[config.mk]
export PLATFORM = sky130hd
export DESIGN_NAME = utf8_to_utf16_bmp_decoder
export DESIGN_NICKNAME = d
export VERILOG_FILES = /design/src/hdl/u8d_pkg.sv /design/src/hdl/u8d_decode.sv /design/src/hdl/utf8_to_utf16_bmp_decoder.sv
export SDC_FILE = /design/constraint.sdc
export NUM_CORES = 1
export LEC_CHECK = 0
export BUFFER_PORTS_ARGS = -buffer_cell sky130_fd_sc_hd__buf_2
export CELL_PAD_IN_SITES_DETAIL_PLACEMENT = 0
export CELL_PAD_IN_SITES_GLOBAL_PLACEMENT = 1
export CORE_ASPECT_RATIO = 0.7
export CORE_MARGIN = 5
export CORE_UTILIZATION = 35
export CTS_BUF_LIST = sky130_fd_sc_hd__clkbuf_16
export CTS_CLUSTER_DIAMETER = 50
export DETAILED_ROUTE_END_ITERATION = 8
export GPL_TIMING_DRIVEN = 0
export HOLD_SLACK_MARGIN = 0.02
export PLACE_DENSITY_LB_ADDON = 0.1
export SYNTH_ARGS = -nofsm -noshare
export SYNTH_HDL_FRONTEND = slang
export SYNTH_SLANG_ARGS = --single-unit
[constraint.sdc]
create_clock -name i_clk -period 11.29 [get_ports i_clk]
set_input_delay 2.8225 -clock i_clk [delete_from_list [all_inputs] [get_ports i_clk]]
set_output_delay 2.8225 -clock i_clk [all_outputs]
set_load 0.03 [all_outputs]
[src/hdl/u8d_pkg.sv]
// Package for the UTF-8 to UTF-16 BMP decoder: byte-class constants,
// hold-state and result types. No dependencies.
package u8d_pkg;

    localparam int NumSlots = 3;

    localparam logic [7:0]  LEAD2_MASK = 8'hE0;
    localparam logic [7:0]  LEAD2_TAG  = 8'hC0;
    localparam logic [7:0]  LEAD3_MASK = 8'hF0;
    localparam logic [7:0]  LEAD3_TAG  = 8'hE0;
    localparam logic [7:0]  CONT_MASK  = 8'hC0;
    localparam logic [7:0]  CONT_TAG   = 8'h80;
    localparam logic [7:0]  LOW5_MASK  = 8'h1F;
    localparam logic [7:0]  LOW6_MASK  = 8'h3F;
    localparam logic [7:0]  LOW4_MASK  = 8'h0F;
    localparam logic [15:0] CAP_RESET  = 16'd256;

    // Number of bytes buffered toward a multi-byte sequence
    typedef enum logic [1:0] {
        HOLD_NONE = 2'd0,
        HOLD_LEAD = 2'd1,
        HOLD_BOTH = 2'd2
    } t_hold_cnt;

    typedef struct packed {
        logic [7:0]  lead;
        logic [7:0]  cont;
        t_hold_cnt   count;
        logic [15:0] written;
    } t_hold;

    // Up to three units caused by one byte, slot 0 goes out first
    typedef struct packed {
        logic [NumSlots-1:0][15:0] unit;
        logic [NumSlots-1:0]       term;
        logic [1:0]                count;
    } t_dec_result;

endpackage

[src/hdl/u8d_decode.sv]
// Single-pass decode of one byte against the hold state: produces the
// result units and the next hold state. Depends on u8d_pkg.
module u8d_decode (
    input  logic [7:0]          i_byte,
    input  u8d_pkg::t_hold      i_hold,
    input  logic [15:0]         i_limit,
    output u8d_pkg::t_dec_result o_res,
    output u8d_pkg::t_hold      o_hold
);

    logic        byte_zero;
    logic        byte_lead2;
    logic        byte_lead3;
    logic        byte_cont;
    logic        held_lead2;
    logic        held_lead3;
    logic [15:0] lead_unit;
    logic [15:0] cont_unit;
    logic [15:0] comb2_unit;
    logic [15:0] comb3_unit;

    logic [15:0] cand0;
    logic [15:0] cand1;
    logic [1:0]  cand_n;
    logic        fresh;
    logic        hold_cont;

    logic [15:0] room;
    logic [1:0]  avail;
    logic [1:0]  k;
    logic        fresh_ok;
    logic        raw_emit;

    // Classify the new byte and the held lead
    assign byte_zero  = (i_byte == 8'h00);
    assign byte_lead2 = ((i_byte & u8d_pkg::LEAD2_MASK) == u8d_pkg::LEAD2_TAG);
    assign byte_lead3 = ((i_byte & u8d_pkg::LEAD3_MASK) == u8d_pkg::LEAD3_TAG);
    assign byte_cont  = ((i_byte & u8d_pkg::CONT_MASK) == u8d_pkg::CONT_TAG);
    assign held_lead2 = ((i_hold.lead & u8d_pkg::LEAD2_MASK) == u8d_pkg::LEAD2_TAG);
    assign held_lead3 = ((i_hold.lead & u8d_pkg::LEAD3_MASK) == u8d_pkg::LEAD3_TAG);

    assign lead_unit  = {8'h00, i_hold.lead};
    assign cont_unit  = {8'h00, i_hold.cont};
    assign comb2_unit = {5'b0, 5'(i_hold.lead & u8d_pkg::LOW5_MASK),
                         6'(i_byte & u8d_pkg::LOW6_MASK)};
    assign comb3_unit = {4'(i_hold.lead & u8d_pkg::LOW4_MASK),
                         6'(i_hold.cont & u8d_pkg::LOW6_MASK),
                         6'(i_byte & u8d_pkg::LOW6_MASK)};

    // Pick the units this byte would emit before any fresh-byte handling
    always_comb begin
        cand0     = lead_unit;
        cand1     = cont_unit;
        cand_n    = 2'd0;
        fresh     = 1'b0;
        hold_cont = 1'b0;
        if (byte_zero) begin
            case (i_hold.count)
                u8d_pkg::HOLD_LEAD: cand_n = 2'd1;
                u8d_pkg::HOLD_BOTH: cand_n = 2'd2;
                default:            cand_n = 2'd0;
            endcase
        end else begin
            case (i_hold.count)
                u8d_pkg::HOLD_LEAD: begin
                    if (held_lead2 && byte_cont) begin
                        cand0  = comb2_unit;
                        cand_n = 2'd1;
                    end else if (held_lead3 && byte_cont) begin
                        hold_cont = 1'b1;
                    end else begin
                        cand_n = 2'd1;
                        fresh  = 1'b1;
                    end
                end
                u8d_pkg::HOLD_BOTH: begin
                    if (byte_cont) begin
                        cand0  = comb3_unit;
                        cand_n = 2'd1;
                    end else begin
                        cand_n = 2'd2;
                        fresh  = 1'b1;
                    end
                end
                default: begin
                    fresh = 1'b1;
                end
            endcase
        end
    end

    // Room left before the buffer is full, capped at the slot count
    assign room  = (i_hold.written < i_limit) ? (i_limit - i_hold.written) : 16'd0;
    assign avail = (room >= 16'd3) ? 2'd3 : room[1:0];
    assign k     = (cand_n < avail) ? cand_n : avail;
    assign fresh_ok = fresh && (k < avail);
    assign raw_emit = fresh_ok && !(byte_lead2 || byte_lead3);

    // Place units, then the raw byte or the terminator right after them
    always_comb begin
        o_res.unit    = '0;
        o_res.term    = '0;
        o_res.unit[0] = cand0;
        o_res.unit[1] = cand1;
        o_res.count   = k;
        if (raw_emit) begin
            o_res.unit[k] = {8'h00, i_byte};
            o_res.count   = k + 2'd1;
        end else if (byte_zero) begin
            o_res.unit[k] = 16'h0000;
            o_res.term[k] = 1'b1;
            o_res.count   = k + 2'd1;
        end
    end

    // Next hold state
    always_comb begin
        o_hold         = i_hold;
        o_hold.count   = u8d_pkg::HOLD_NONE;
        o_hold.written = i_hold.written + 16'(k) + 16'(raw_emit);
        if (byte_zero) begin
            o_hold.lead    = 8'h00;
            o_hold.cont    = 8'h00;
            o_hold.written = 16'd0;
        end else if (hold_cont) begin
            o_hold.cont  = i_byte;
            o_hold.count = u8d_pkg::HOLD_BOTH;
        end else if (fresh_ok && (byte_lead2 || byte_lead3)) begin
            o_hold.lead  = i_byte;
            o_hold.count = u8d_pkg::HOLD_LEAD;
        end
    end

endmodule

[src/hdl/utf8_to_utf16_bmp_decoder.sv]
// Top level of the UTF-8 to UTF-16 BMP stream decoder: hold state,
// capacity register and a three-entry result buffer. Depends on u8d_pkg, u8d_decode.
//
//  channel   dir  tdata               tuser          tlast
//  s_axis    in   [7:0] in_byte       -              -
//  m_axis    out  [15:0] code_unit    is_terminator  run_last
//  cfg       in   i_cfg_data[15:0] = out_capacity, written when i_cfg_we
//
// One byte is decoded combinationally per transfer; its results land in the buffer
// in the next cycle and leave at one unit per cycle while m_axis_tready is high.
// A byte with one result sustains one byte per cycle while the output does not stall;
// a byte with two or three results holds the input until its last unit is leaving.
// Reset (synchronous, i_rst_n low) clears the hold state and sets capacity to 256.
// Output stalls back up to s_axis_tready whenever the buffer is not empty.
module utf8_to_utf16_bmp_decoder (
    input  logic        i_clk,
    input  logic        i_rst_n,
    input  logic        i_cfg_we,
    input  logic [15:0] i_cfg_data,
    input  logic        s_axis_tvalid,
    output logic        s_axis_tready,
    input  logic [7:0]  s_axis_tdata,   // [7:0] in_byte
    output logic        m_axis_tvalid,
    input  logic        m_axis_tready,
    output logic [15:0] m_axis_tdata,   // [15:0] code_unit
    output logic        m_axis_tuser,   // [0] is_terminator
    output logic        m_axis_tlast
);

    u8d_pkg::t_hold       r_hold;
    u8d_pkg::t_hold       n_hold;
    u8d_pkg::t_dec_result dec_res;
    logic [15:0]          r_cap;
    logic [15:0]          limit;

    logic [u8d_pkg::NumSlots-1:0][15:0] r_unit;
    logic [u8d_pkg::NumSlots-1:0][15:0] n_unit;
    logic [u8d_pkg::NumSlots-1:0]       r_term;
    logic [u8d_pkg::NumSlots-1:0]       n_term;
    logic [u8d_pkg::NumSlots-1:0]       r_last;
    logic [u8d_pkg::NumSlots-1:0]       n_last;
    logic [1:0]                         r_cnt;
    logic [1:0]                         n_cnt;

    logic in_xfer;
    logic out_xfer;

    // Capacity zero behaves as capacity one
    assign limit = (r_cap == 16'd0) ? 16'd0 : (r_cap - 16'd1);

    u8d_decode u_decode (
        .i_byte  (s_axis_tdata),
        .i_hold  (r_hold),
        .i_limit (limit),
        .o_res   (dec_res),
        .o_hold  (n_hold)
    );

    // Accept while the buffer is empty or its last unit leaves this cycle
    assign s_axis_tready = (r_cnt == 2'd0) || ((r_cnt == 2'd1) && m_axis_tready);
    assign m_axis_tvalid = (r_cnt != 2'd0);
    assign m_axis_tdata  = r_unit[0];
    assign m_axis_tuser  = r_term[0];
    assign m_axis_tlast  = r_last[0];

    assign in_xfer  = s_axis_tvalid && s_axis_tready;
    assign out_xfer = m_axis_tvalid && m_axis_tready;

    // Shift the buffer on each output transfer, load it on each input transfer
    always_comb begin
        n_unit = r_unit;
        n_term = r_term;
        n_last = r_last;
        n_cnt  = r_cnt;
        if (out_xfer) begin
            n_unit = {16'h0000, r_unit[2], r_unit[1]};
            n_term = {1'b0, r_term[2:1]};
            n_last = {1'b0, r_last[2:1]};
            n_cnt  = r_cnt - 2'd1;
        end
        if (in_xfer) begin
            n_unit = dec_res.unit;
            n_term = dec_res.term;
            n_cnt  = dec_res.count;
            for (int i = 0; i < u8d_pkg::NumSlots; i++) begin
                n_last[i] = (dec_res.count == 2'(i + 1));
            end
        end
    end

    // Control state
    always_ff @(posedge i_clk) begin
        if (!i_rst_n) begin
            r_cnt  <= 2'd0;
            r_hold <= '0;
            r_cap  <= u8d_pkg::CAP_RESET;
        end else begin
            r_cnt <= n_cnt;
            if (in_xfer) begin
                r_hold <= n_hold;
            end
            if (i_cfg_we) begin
                r_cap <= i_cfg_data;
            end
        end
    end

    // Result payload
    always_ff @(posedge i_clk) begin
        r_unit <= n_unit;
        r_term <= n_term;
        r_last <= n_last;
    end

endmodule

==> summary.txt, run 1 <==
Setup path
  • Worst Setup SP: r_cap[6]
  • CP max stage delay: about 0.60 ns
  • Critical Path Fanout Max: 10
  • Worst EP required: 11.51 ns
  • Critical Path Start Type: flip-flop
  • Arrival time at the worst endpoint: between 8 and 9 ns
  • Reg-to-Reg Start: r_cap[6]
  • CP max-delay cell: or4_1
  • R2r setup slk: just under 3 ns
  • Setup CP Type: flip-flop to flip-flop
  • Setup crit end kind: flip-flop

Routing
  • Router iterations before antenna repair: 5
  • Met3 WL: roughly 900 um
  • DRC: 0
  • DRT antenna net count: 0
  • Via Count: slightly above 5k
  • Drt via density: approximately 5.3
  • Highest metal used: met4
  • Total Wirelength: around 17000 um
  • DRT iter0 DRCs: about 450
  • WL/cell: approximately 17 um
  • WL met1: 9510 um
  • Routed met2 length: 6160 um

Cells and area
  • Sequential Area: around 0.0022 mm2
  • Design area: between 0.006 and 0.007 mm2
  • Footprint of the multi-input gates: ~0.0032 mm2
  • Fillers: ~1.7k
  • Share of layout cells above drive strength 1: between 10% and 20%
  • Synthesis-to-finish area growth: 14.1%
  • Util after Layout: between 40 and 50%
  • Ant diodes: 0
  • NumNets Final: approximately 790

Placed design
  • Placed wire-length estimate: between 10000 and 15000 um
  • Placed instance area: 0.00633 mm2
  • IO buf count: 47
  • Final GP Congestion: roughly 0.9
  • Dpl ws: just under 3 ns

STA
  • Setup TNS: 0 ns
  • Worst slew pin tran: 0.936 ns
  • Setup ws final: slightly below 3 ns
  • Max-slew violations: 0
  • Fmax: 0.119 GHz
  • Clock Skews: about 0.0086 ns
  • Final Hold Viols: 0
  • Final period util: 74.4%
  • RSZ-0062 raised after global routing: no
  • Final setup vio count: 0
  • Relative slew slack: 37.4%
  • Min Tclk post-route: about 8.4 ns

Power
  • Total power: 1220 uW
  • Peak VDD IR: 123 uV
  • Switching Power: between 400 and 500 uW
  • Cell Pwr Density: roughly 180 mW/mm2
  • Reg power frac: between 30% and 40%
  • Pint: roughly 750 uW
  • Combinational share of power: 37.7%
  • Leakage: roughly 0.0026 uW
  • Clock network power share: between 20% and 30%
  • Sw Share: between 30% and 40%

Logic synthesis
  • Fraction of synthesized cell area in xor and xnor cells: under 10%
  • Post-Synth Simple-Gate Area: 21.9%
  • Ys async rst share: 0%
  • Synth top area share: ~20%
  • Synthesized area per cell: between 8 and 9 um2
  • Mux share of post-synthesis cell area: 5.21%
  • Synth cell types: 62
  • Largest family of logic cells by synthesized area: simple AND/OR/NAND/NOR gates
  • Cells after Synth: 675
  • Post-synth top flop: dfxtp_1
  • Synth Area in Compound Gates: 16.4%
  • Flops & latches, synth: 90
  • Seq/Total Area, Yosys: between 30% and 40%
  • Cell taking the most area after synthesis: edfxtp_1
  • EDFF count, synth: 38
  • Syn nets: roughly 740
  • Yosys Warn Count: 0
  • Syn Std Cell Area: roughly 0.0058 mm2
  • Synth Area in Adders: 7.28%
  • Ranking of synthesized cells by area: edfxtp_1 (20%), dfxtp_1 (18%), ha_1 (6.2%)

Global route
  • Initial antenna violation count: 0
  • Largest net degree at the start of global routing: 39
  • GRT Residual Overflow: 0
  • GR Util All Layers: between 10% and 20%
  • Vias in the first global route: ~4.7k
  • First-pass GRT wire length: 26300 um

Floorplan
  • Full die area: roughly 0.019 mm2
  • Placeable Area: approximately 0.016 mm2
  • FP Rows: 39
  • Die Span Y: between 100 and 150 um
  • # IOs: 49
  • Starting density of the core: between 30 and 40%
  • Die W: around 160 um

Run status
  • Outcome: finished clean

Clocking
  • H-tree depth: 3
  • Clock Tree Buf Depth: 2
  • Latest clock arrival within the worst-skew pair: ~0.36 ns
  • CTS tree: built
  • Clk sinks: 90
  • Post-CTS sizing: 0
  • Post-CTS setup repair buffer count: 0
  • CTS Buf Count: 9
  • Worst-path clk slew: 0.07 ns
  • Root buffer selected by CTS: clkbuf_16
  • CTS hold repair buffers: 0

Hold path
  • Hold Path Class: flip-flop to flip-flop
  • Hold Path Origin: r_hold[25]

Run
  • Max-Cap Viols: 0
[sequential cells by signal, summed over array words and instances, names as in the netlist]
register      flops
m_axis_tdata     16
r_cap            16
r_cnt             2
r_hold           34
r_last            3
r_term            3
r_unit           16
[area by class of cell]
class / instances / area share, %
plain buffers: 42 / 3.53
clock buffers: 9 / 3.40
clock inverters: 7 / 1.13
inverters: 55 / 3.11
multi-input cells: 488 / 48.1
flip-flops and latches: 90 / 32.9
well taps: 225 / 4.25
repair buffers: 47 / 3.55
[cells by family (layout without fill, tap and decap cells)]
| family | after synthesis | in the layout |
|---|---|---|
| AND/OR/NAND/NOR | 262 | 262 |
| AO/OA/AOI/OAI | 137 | 137 |
| buffers and inverters | 97 | 160 |
| flip-flops | 90 | 90 |
| adder cells (fa/ha/maj) | 32 | 32 |
| multiplexers | 30 | 30 |
| XOR/XNOR | 27 | 27 |
[per-layer routing]
layer | up-vias | global-route usage (%)
li1 | 2522 | -
met1 | 2404 | 29.8
met2 | 161 | 21.4
met3 | 11 | 2.73
met4 | 0 | 4.56
met5 | - | 0
[worst paths after layout]
check / to / cells past startpoint
max: r_hold[15] / 28
min: r_hold[25] / 2
max reg2reg: r_hold[15] / 28
min reg2reg: r_hold[25] / 2
[cell usage in the layout, fill, tap and decap left out, types with 5 or more instances in the layout]
master     count
nand2b_1       6
mux2i_1       28
nand2_1       52
nor4_1        10
xor2_1         6
nor2_1        77
o21ai_0       13
a22oi_1       13
inv_1         53
a21oi_1       33
edfxtp_1      38
dfxtp_1       52
o22ai_1        6
nand4_1       12
clkbuf_1      18
buf_2         51
clkbuf_16      9
o21a_1         5
ha_1          29
xnor2_1       21
a31oi_1        7
o221ai_1       9
buf_4         17
o211ai_1      16
nand3_1       40
and2_1        10
nor3_1        17
and3_1        15
a21o_1         6
or3_1          8
[worst max-delay path, delay by kind of cell, from the launching register on]
family	cells	cell delay, ns
adders and majority gates	3	0.93
AOI/OAI and AO/OA	8	1.96
xor gates and xnor gates	1	0.17
buffers and inverters	4	1.31
and+or+nand+nor	12	3.50
DFF	1	0.38
[cell usage after synthesis, types with 12 or more instances]
library cell and number:
a21oi_1 33, xnor2_1 21, buf_4 17, a22oi_1 13, nand3_1 40, mux2i_1 28
inv_1 54, dfxtp_1 52, clkbuf_1 18, nand2_1 52, edfxtp_1 38, and3_1 15
nor2_1 77, ha_1 29, nand4_1 12, nor3_1 17, o21ai_0 13, o211ai_1 16
[per-stage QoR]
step,cells,hold slack [ns]
finish,963,0.496
global route,963,0.518
CTS,963,0.502
detailed placement,947,0.487
global placement,947,0.480
floorplan,675,0.424
[power by group through the flow]
stage	clock (uW)	sequential [uW]	combinational, uW
2_1_floorplan	0	454	330
3_3_place_gp	0	455	451
3_5_place_dp	0	456	455
4_1_cts	319	450	457
5_1_grt	331	457	501
6_report	310	450	459
Power figures use the tool's default switching activity.
==> run 2, diff against run 1 <==
--- a/config.mk
+++ b/config.mk
@@ -5,6 +5,7 @@
 export SDC_FILE = /design/constraint.sdc
 export NUM_CORES = 1
 export LEC_CHECK = 0
+export ABC_AREA = 1
 export BUFFER_PORTS_ARGS = -buffer_cell sky130_fd_sc_hd__buf_2
 export CELL_PAD_IN_SITES_DETAIL_PLACEMENT = 0
 export CELL_PAD_IN_SITES_GLOBAL_PLACEMENT = 1
==> constraint.sdc (replaced) <==
create_clock -name i_clk -period 8.6 [get_ports i_clk]
set_input_delay 2.15 -clock i_clk [delete_from_list [all_inputs] [get_ports i_clk]]
set_output_delay 2.15 -clock i_clk [all_outputs]
set_load 0.03 [all_outputs]
==> run 2 against run 1 <==
  * Area after synthesis grew 6.1%
  * Critical path depth rose by 12
  * Largest cell class unchanged
  * Register-to-register slack worse by 1.5 ns
  * Worst setup slack worse by 1.5 ns
  * Final cell count is 23% higher
  * Global-route usage shrank 0.50 points
  * Clock power up 21%
  * Non-clock buffer count is 4 lower
==> summary.txt, run 2 <==
Logic synthesis
  • Syn nets: 945 (+28%)
  • Ys async rst share: 0% (unchanged)
  • Ranking of synthesized cells by area: edfxtp_1 (19%), dfxtp_1 (17%), nand2_1 (14%)
  • Most frequent cell after synthesis: nand2_1
  • Seq/Total Area, Yosys: 35.4% (-2.2 points)
  • Synthesized area per cell: 6.97 um2 (-19%)
  • EDFF count, synth: 38 (unchanged)
  • Synth top area share: 18.5% (-1.1 points)
  • Yosys Warn Count: 0 (unchanged)
  • Post-synth top flop: dfxtp_1
  • Cell taking the most area after synthesis: edfxtp_1
  • Cells after Synth: 884 (+31%)
  • Synth cell count leaders: nand2_1 (233), inv_1 (131), nor2_1 (82), nand3_1 (62), o21ai_0 (56)
  • Flops & latches, synth: 90 (unchanged)
  • Syn Std Cell Area: 0.00616 mm2 (+6.1%)
  • Synth cell types: 47 (-24%)

Setup path
  • Arrival time at the worst endpoint: 7.50 ns (-1.12 ns)
  • Most used cell, CP: nand2_1
  • Critical Path Fanout Max: 10 (unchanged)
  • Setup crit end kind: flip-flop
  • CP max stage delay: 0.48 ns (-0.12 ns)
  • Critical Path Start Type: flip-flop
  • CP max-delay cell: nor4_1
  • Worst EP required: 8.88 ns (-2.63 ns)
  • Setup CP Type: flip-flop to flip-flop

Clocking
  • Clk sinks: 90 (unchanged)
  • H-tree depth: 3 (unchanged)
  • Post-CTS sizing: 0 (unchanged)
  • Post-CTS setup repair buffer count: 0 (unchanged)
  • Latest clock arrival within the worst-skew pair: 0.35 ns (about the same)
  • Worst-path clk slew: 0.07 ns (about the same)
  • CTS Buf Count: 9 (unchanged)
  • CTS hold repair buffers: 0 (unchanged)
  • CTS tree: built
  • Clock Tree Buf Depth: 2 (unchanged)
  • Root buffer selected by CTS: clkbuf_16

Global route
  • Initial antenna violation count: 0 (unchanged)
  • GRT Residual Overflow: 0 (unchanged)
  • Vias in the first global route: 4678 (-1.2%)
  • Largest net degree at the start of global routing: 38 (-2.6%)
  • First-pass GRT wire length: 26500 um (+0.84%)
  • GR Util All Layers: 16.9% (-0.50 points)

Power
  • Leakage: 0.00330 uW (+28%)
  • Cell Pwr Density: 249 mW/mm2 (+35%)
  • Peak VDD IR: 222 uV (+81%)

Placed design
  • Dpl ws: 1.51 ns (-1.43 ns)
  • Placed wire-length estimate: 13700 um (+5.5%)
  • Placed instance area: 0.00672 mm2 (+6.1%)
  • IO buf count: 48 (+2.1%)
  • Final GP Congestion: 0.845 (-7.8%)

STA
  • Fmax: 0.138 GHz (+16%)
  • Worst slew pin tran: 0.942 ns (+0.00643 ns)
  • RSZ-0062 raised after global routing: no
  • Final period util: 84.0% (+9.6 points)
  • Final setup vio count: 0 (unchanged)
  • Min Tclk post-route: 7.22 ns (-1.18 ns)
  • Setup ws final: 1.38 ns (-1.51 ns)
  • Final Hold Viols: 0 (unchanged)
  • Max-slew violations: 0 (unchanged)
  • Hold WS: 0.458 ns (-0.0382 ns)
  • Setup TNS: 0 ns (unchanged)
  • Clock Skews: 0.00873 ns (+0.000129 ns)
  • Relative slew slack: 37.0% (-0.43 points)

Cells and area
  • NumNets Final: 1005 (+27%)
  • Ant diodes: 0 (unchanged)
  • Design area: 0.00699 mm2 (+5.4%)
  • Share of layout cells above drive strength 1: 12.3% (-2.0 points)
  • Fillers: 1900 (+13%)
  • Util after Layout: 40.6% (-0.091 points)
  • Synthesis-to-finish area growth: 13.3%
  • Most frequent cells in the layout: nand2_1 (233), inv_1 (132), nor2_1 (82)
  • Most flops, register: r_hold
  • Commonest non-fill, non-tap cell in the layout: nand2_1
  • Max reg flops: 34 (unchanged)

Routing
  • Drt via density: 4.60 (-13%)
  • Via Count: 5432 (+6.6%)
  • Router iterations before antenna repair: 5 (unchanged)
  • DRC: 0 (unchanged)
  • Total Wirelength: 17100 um (+2.0%)
  • DRT iter0 DRCs: 541 (+20%)
  • DRT antenna net count: 0 (unchanged)
  • WL/cell: 14.5 um (-17%)

Run status
  • Outcome: finished clean

Run
  • Max-Cap Viols: 0 (unchanged)

Floorplan
  • Full die area: 0.0204 mm2 (+5.6%)
  • Die Span Y: 121 um (+2.7%)
  • # IOs: 49 (unchanged)
  • Placeable Area: 0.0172 mm2 (+5.6%)
  • Starting density of the core: 35.8% (+0.15 points)
  • Die W: 169 um (+2.8%)
  • FP Rows: 40 (+2.6%)

Hold path
  • Hold Path Class: flip-flop to flip-flop
[run 2: cell types whose count changed in the layout (fill, tap and decap cells not counted), moves of 16 or more]
cell | before | now
o21ai_0 | 13 | 56
o211ai_1 | 16 | 0
a21oi_1 | 33 | 50
nand3_1 | 40 | 62
xnor2_1 | 21 | 4
nand2_1 | 52 | 233
mux2i_1 | 28 | 7
inv_1 | 53 | 132
[run 2: routing by layer]
layer  vias to the layer above  global-route usage, %  wire [um]
li1                       2963                      -          -
met1                      2332                   30.5      10600
met2                       131                   18.3       5320
met3                         6                   3.78       1080
met4                         0                   3.19        107
met5                         -                      0          0
[run 2: final timing paths]
path	endpoint	cells past startpoint	slack [ns]	startpoint
setup / recovery	r_hold[14]	40	1.38	r_cap[0]
hold / removal	r_hold[24]	2	0.46	r_hold[24]
hold reg to reg	r_hold[24]	2	0.46	r_hold[24]
setup reg to reg	r_hold[14]	40	1.38	r_cap[0]
[run 2: worst max-delay path: cells and delay by family (launching register included)]
family	cells	cell delay, ns
AND/OR/NAND/NOR	22	3.30
adder cells (fa/ha/maj)	6	1.66
AO/OA/AOI/OAI	4	1.01
buffers and inverters	8	0.86
flip-flops	1	0.30
[run 2: area by class of cell]
class                           count  area, um2  area share [%]
Clock buffer                        9        225            3.22
Buffer                             36        209            2.99
Clock inverter                      7       45.0           0.645
Multi-Input combinational cell    621       3260            46.7
Sequential cell                    90       2180            31.2
Inverter                          137        514            7.36
Tap cell                          231        289            4.14
Timing Repair Buffer               49        260            3.73
[run 2: where the power goes]
part / internal (uW) / leakage (uW) / switching, uW / total (uW)
clock: 196 / 0.000138 / 178 / 374
combinational: 248 / 0.00234 / 502 / 750
sequential: 580 / 0.000818 / 32.6 / 613
[run 2: kinds of logic after synthesis]
logic type / synth area share [%]
and+or+nand+nor: 30.7
buffers and inverters: 11.7
muxes: 1.32
AOI/OAI and AO/OA: 12.2
DFF: 35.4
adders and majority gates: 6.86
xor gates and xnor gates: 1.85
[run 2: stage by stage]
step / total power (uW) / instances
finish: 1740 / 1180
global route: 1870 / 1180
CTS: 1750 / 1180
detailed placement: 1370 / 1164
global placement: 1360 / 1163
floorplan: 1170 / 884
